--- src/hw/rtl/ort_pkg.sv ---
// package for the outstanding request table
// shared types, op and status codes; no dependencies
package ort_pkg;
  localparam int DEPTH_DEF = 32;
  localparam int PW = 16;
  localparam int BW = 24;
  localparam int LW = 18;
  localparam int TW = 32;
  localparam int RW = 8;
  localparam int CNTW = 6;
  localparam int POSW = 5;

  typedef enum logic [3:0] {
    OP_APPEND = 4'd0, OP_INSERT = 4'd1, OP_FIND = 4'd2, OP_REMKEY = 4'd3,
    OP_REMPOS = 4'd4, OP_POP = 4'd5, OP_READ = 4'd6, OP_MAX = 4'd7, OP_MIN = 4'd8
  } op_t;

  typedef enum logic [2:0] {
    ST_OK = 3'd0, ST_NOT_FOUND = 3'd1, ST_FULL = 3'd2, ST_EMPTY = 3'd3,
    ST_RANGE = 3'd4
  } status_t;

  localparam logic CFG_MAX_SIZE = 1'b0;
  localparam logic CFG_CHECK_SIZE = 1'b1;

  typedef struct packed {
    logic [PW-1:0] piece;
    logic [BW-1:0] bbeg;
    logic [LW-1:0] len;
    logic [TW-1:0] tstamp;
    logic [RW-1:0] peer;
  } entry_t;

  typedef struct packed {
    logic shift_up;
    logic shift_down;
    logic load;
  } cell_ctl_t;

  typedef enum logic [1:0] {S_IDLE, S_SCAN, S_EXEC, S_OUT} state_t;
endpackage

--- src/hw/rtl/ort_cell.sv ---
// one table cell: holds an entry, shifts with its neighbors, compares against the key
// depends on ort_pkg
module ort_cell import ort_pkg::*; (
  input  logic          clk,
  input  cell_ctl_t     ctl,
  input  entry_t        from_lower,
  input  entry_t        from_upper,
  input  entry_t        load_data,
  input  logic [PW-1:0] key_piece,
  input  logic [BW-1:0] key_begin,
  output entry_t        entry,
  output logic          piece_hit,
  output logic          key_hit
);
  always_ff @(posedge clk) begin
    if (ctl.load) entry <= load_data;
    else if (ctl.shift_up) entry <= from_lower;
    else if (ctl.shift_down) entry <= from_upper;
  end
  assign piece_hit = entry.piece == key_piece;
  assign key_hit = piece_hit && entry.bbeg == key_begin;
endmodule

--- config.mk ---
export PLATFORM = sky130hd
export DESIGN_NAME = ort_cell
export DESIGN_NICKNAME = d
export VERILOG_FILES = /design/src/hw/rtl/ort_pkg.sv /design/src/hw/rtl/ort_cell.sv
export SDC_FILE = /design/constraint.sdc
export NUM_CORES = 1
export LEC_CHECK = 0
export ABC_AREA = 1
export BUFFER_PORTS_ARGS = -buffer_cell sky130_fd_sc_hd__buf_2
export CORE_AREA = 2 2 171 173
export CTS_BUF_LIST = sky130_fd_sc_hd__clkbuf_4 sky130_fd_sc_hd__clkbuf_8
export DETAILED_ROUTE_END_ITERATION = 10
export DIE_AREA = 0 0 173 175
export SKIP_CTS_REPAIR_TIMING = 1
export SKIP_LAST_GASP = 1
export SLEW_MARGIN = 20
export SYNTH_ARGS = -nofsm -noshare
export SYNTH_HDL_FRONTEND = slang
export SYNTH_SLANG_ARGS = --single-unit
--- constraint.sdc ---
create_clock -name clk -period 4.4 [get_ports clk]
set_clock_uncertainty 0.1 [all_clocks]
set_input_delay 0.88 -clock clk [delete_from_list [all_inputs] [get_ports clk]]
set_output_delay 0.88 -clock clk [all_outputs]
set_load 0.05 [all_outputs]
Word level (Yosys, flattened, before mapping)
Index checks and enable logic that the tools add are counted.
- reduce and logical (&&, ||, !) cells: 2
- muxes and demuxes: 3
- equal/unequal tests: 2
- operator list (operator ; number):
    98-bit two-way mux ; 3
    24-bit == test ; 1
    16-bit == test ; 1
    3-bit nonzero test ; 1
    1-bit logical AND ; 1
- output and inout bits: 100
- input port bits: 338
- logic and storage cells: 12
- bits in registers: 98

Logic depth before layout (Yosys ltp)
- depth after elaboration: 3
- depth in mapped cells: 8
- mapped depth without buffers: 8

Least setup slack after synthesis
Ideal clock, no wire load.
- path kind: input port to flip-flop
- start point: input ctl[0] (netlist bit)
- end point: register entry[0] (netlist bit), enable pin
- data arrival time: 2939 ps
- library setup time: 914 ps
- setup slack: 447 ps
- cell stages on the path: 5
- required time: 3386 ps
- buffers on the path: 3
- path through: buf_4 > inv_4 > buf_6 > buf_6 > nand2_1
- cells in the longest elaborated chain, start to end: 1
- ends and longest elaborated chain (what ; RTL line ; source):
    start, declared ; ort_cell.sv:5 ; input cell_ctl_t ctl,
    3-bit nonzero test (no source line) ; n/a ;
    end signal, assigned ; ort_cell.sv:16 ; if (ctl.load) entry <= load_data;
    end signal, assigned ; ort_cell.sv:17 ; else if (ctl.shift_up) entry <= from_lower;
    end signal, assigned ; ort_cell.sv:18 ; else if (ctl.shift_down) entry <= from_upper;
    end, declared ; ort_cell.sv:11 ; output entry_t entry,
Every way passes these cells.
A chain may end at the register's enable or synchronous reset.

Worst setup path in the final report
- start point: input key_begin[1]
- end point: output key_hit
- cells in the longest elaborated chain, start to end: 2
- ends and longest elaborated chain (what ; RTL line ; source):
    start, declared ; ort_cell.sv:10 ; input logic [BW-1:0] key_begin,
    24-bit == test ; ort_cell.sv:21 ; assign key_hit = piece_hit && entry.bbeg == key_begin;
    1-bit logical AND ; ort_cell.sv:21 ;
    end, declared ; ort_cell.sv:13 ; output logic key_hit
Every way passes these cells.

==> results.txt <==
# setup viols final -> 0
Crit-path slowest cell -> nor2_1
RSZ-0062 raised after global routing -> false
First-pass GRT wire length -> 34300 um
Met2 wire length -> 11400 um
Routed vias -> 6395
Largest cells by area after synthesis -> edfxtp_1, a21oi_1, nand2_1
Top-count cell post-synth -> a21oi_1
CP cell instances -> buf_2, inv_1, nand2_1, nand2_1, nor2_1, nand2_1, nor2_1, nand3_1, nor2_1, buf_2
Crit. Startpoint -> key_begin[1]
Worst IR Drop VDD -> 0.000120 V
CP startpoint kind -> input pin
Grt total ovfl -> 0
PwrDens -> 327 nW/um2
Worst Setup Path Type -> input pin to output pin
Synth Register Bits -> 98
Die height -> 175 um
RD Place Congestion -> 0.932
Sw Share -> 0.397
Post-Route WL -> 23300 um
Final worst path period share -> 0.692
CTS tree -> yes
CTS H-tree lvls -> 3
Setup TNS Final -> 0 ps
Syn Area/Cell -> 8.08 um2
I/O pin cnt -> 438
CP peak stage delay -> 300 ps
Number of global-route vias before repair -> 6343
Worst path required time -> 3420 ps
Top reg by flops -> entry
Post-Syn Area -> 5640 um2
Nets -> 1449
Drt wl/cell -> 15.5 um
Max cap viols -> 0
Slew @ Worst Pin -> 696 ps
Area share of the largest cell type after synthesis -> 0.522
CP delay by family, top -> simple AND/OR/NAND/NOR gates
Fin. Hold Viols -> 0
Buf+Inv Stages, Crit Path -> 3
Sequential power share -> 0.446
Post-route DRC violation count -> 0
CP arrival -> 2070 ps
Psw -> 1080 uW
Outcome -> finished clean
Post-synth top flop -> edfxtp_1
Highest routed layer -> met5
CP Capture Type -> output pin
CTS root buf -> clkbuf_8
Regs by FF count -> entry x98
Rel. slew slack -> 0.536
Mapped Nets -> 1036
CP Depth -> 10
Number of buffers added on ports -> 437
Mapped Cells -> 698
Max-slew violation count -> 0
Post-synth EDFFs -> 98
Cts bufs inserted -> 9
Core area -> 28400 um2
1st-iter DRT viols -> 341
Die Span X -> 173 um
Max Buffers Root-to-Sink -> 2
Peak Freq -> 0.328 GHz
Largest net degree at the start of global routing -> 59
Internal Pwr Total -> 1640 uW
Post-route antenna net violation count -> 0
Synthesis-to-finish area growth -> 47.1%
Row count -> 62
Comb power frac -> 0.347
Sequential area share after synthesis -> 0.522
Clock period minus final worst setup slack -> 3050 ps
Total power -> 2720 uW
Die ar. -> 30300 um2
Synth warnings -> 0
CP endpoint -> key_hit
Initial antenna violation count -> 2
Share of cells above drive strength 1 -> 0.414
Clock share of power -> 0.207
CTS sink cnt -> 98
Filler cells -> 3139
WL met3 -> 1750 um
Initial Utilization -> 0.199
Drt first pass iters -> 5
Clk slew on worst S/H paths -> 110 ps
Largest area contributor in the netlist -> edfxtp_1
Distinct cells, synth -> 11
Met1 Routed Length -> 9570 um
Static Leak -> 0.00410 uW
Vias per cell -> 4.26
Synth top cells by count -> a21oi_1, nand2_1, nor2_1
Hold Crit Class -> input pin to flop
Largest fanout on the critical path -> 2
Total track usage -> 0.147
Max reg flops -> 98
DPL Wire Length -> 17900 um
Async SR Flop Fraction -> 0
## how the worst min path moves through the flow
| stage | startpoint | to | slack, ps | cells after the start |
|---|---|---|---|---|
| floorplan | load_data[0] | entry[0] | 1010 | 2 |
| global placement | load_data[86] | entry[86] | 1110 | 3 |
| detailed placement | load_data[52] | entry[52] | 1110 | 3 |
| CTS | load_data[90] | entry[90] | 690 | 3 |
| global route | load_data[15] | entry[15] | 710 | 3 |
| finish | load_data[90] | entry[90] | 730 | 3 |
## cells in the final DEF (no fill, tap or decap)
cell type,synthesis,layout
nand2_1,161,160
nand2_4,0,1
diode_2,0,1
xor2_1,17,17
nor2_1,143,143
clkbuf_4,0,1
buf_4,2,8
inv_4,2,2
buf_2,32,435
clkbuf_8,0,9
buf_12,0,1
edfxtp_1,98,98
clkinv_2,0,1
nand3_1,1,1
inv_6,0,2
a21oi_1,196,196
clkinv_4,0,2
inv_1,38,38
## cell families (layout without fill, tap and decap cells)
logic type      count (synthesis)  after routing  share of synthesized area
simple gates                  305            305                      0.203
compound gates                196            196                      0.174
flops                          98             98                      0.522
buf+inv                        82            499                     0.0746
xor+xnor                       17             17                     0.0264
other cells                     0              1                          0
## power groups by stage
stage	Sequential, uW	Combinational, uW	Clock (uW)
2_1_floorplan	1610	229	0
3_3_place_gp	1230	943	0
3_5_place_dp	1240	947	0
4_1_cts	1210	949	601
5_1_grt	1220	1010	627
6_report	1210	943	561
## per-stage QoR
| step | std cells | area (um2) | hold slack, ps | utilization | setup WS [ps] |
|---|---|---|---|---|---|
| floorplan | 698 | 5640 | 1010 | - | 447 |
| global placement | 1484 | 8120 | 1110 | 0.286 | 1200 |
| detailed placement | 1484 | 8120 | 1110 | 0.286 | 1140 |
| CTS | 1499 | 8290 | 689 | 0.292 | 1280 |
| global route | 1500 | 8290 | 708 | 0.292 | 1170 |
| finish | 1500 | 8290 | 729 | 0.292 | 1350 |
## area by class of cell
cell class                 instances  area (um2)  share of cell area
clock inverter                     5        40.0             0.00483
antenna                            1        2.50            0.000302
multi-input combinational        518        2280               0.275
inverter                          40         155              0.0187
timing repair buffer             444        2260               0.272
sequential                        98        2940               0.355
clock buffer                      10         131              0.0158
tap                              384         480              0.0579
## routing by layer
layer  vias to the layer above  GRT usage
li1                       3144          -
met1                      2881      0.177
met2                       335      0.256
met3                        33     0.0346
met4                         2     0.0565
met5                         -          0
Note: power is estimated with default switching activity, not from simulation.
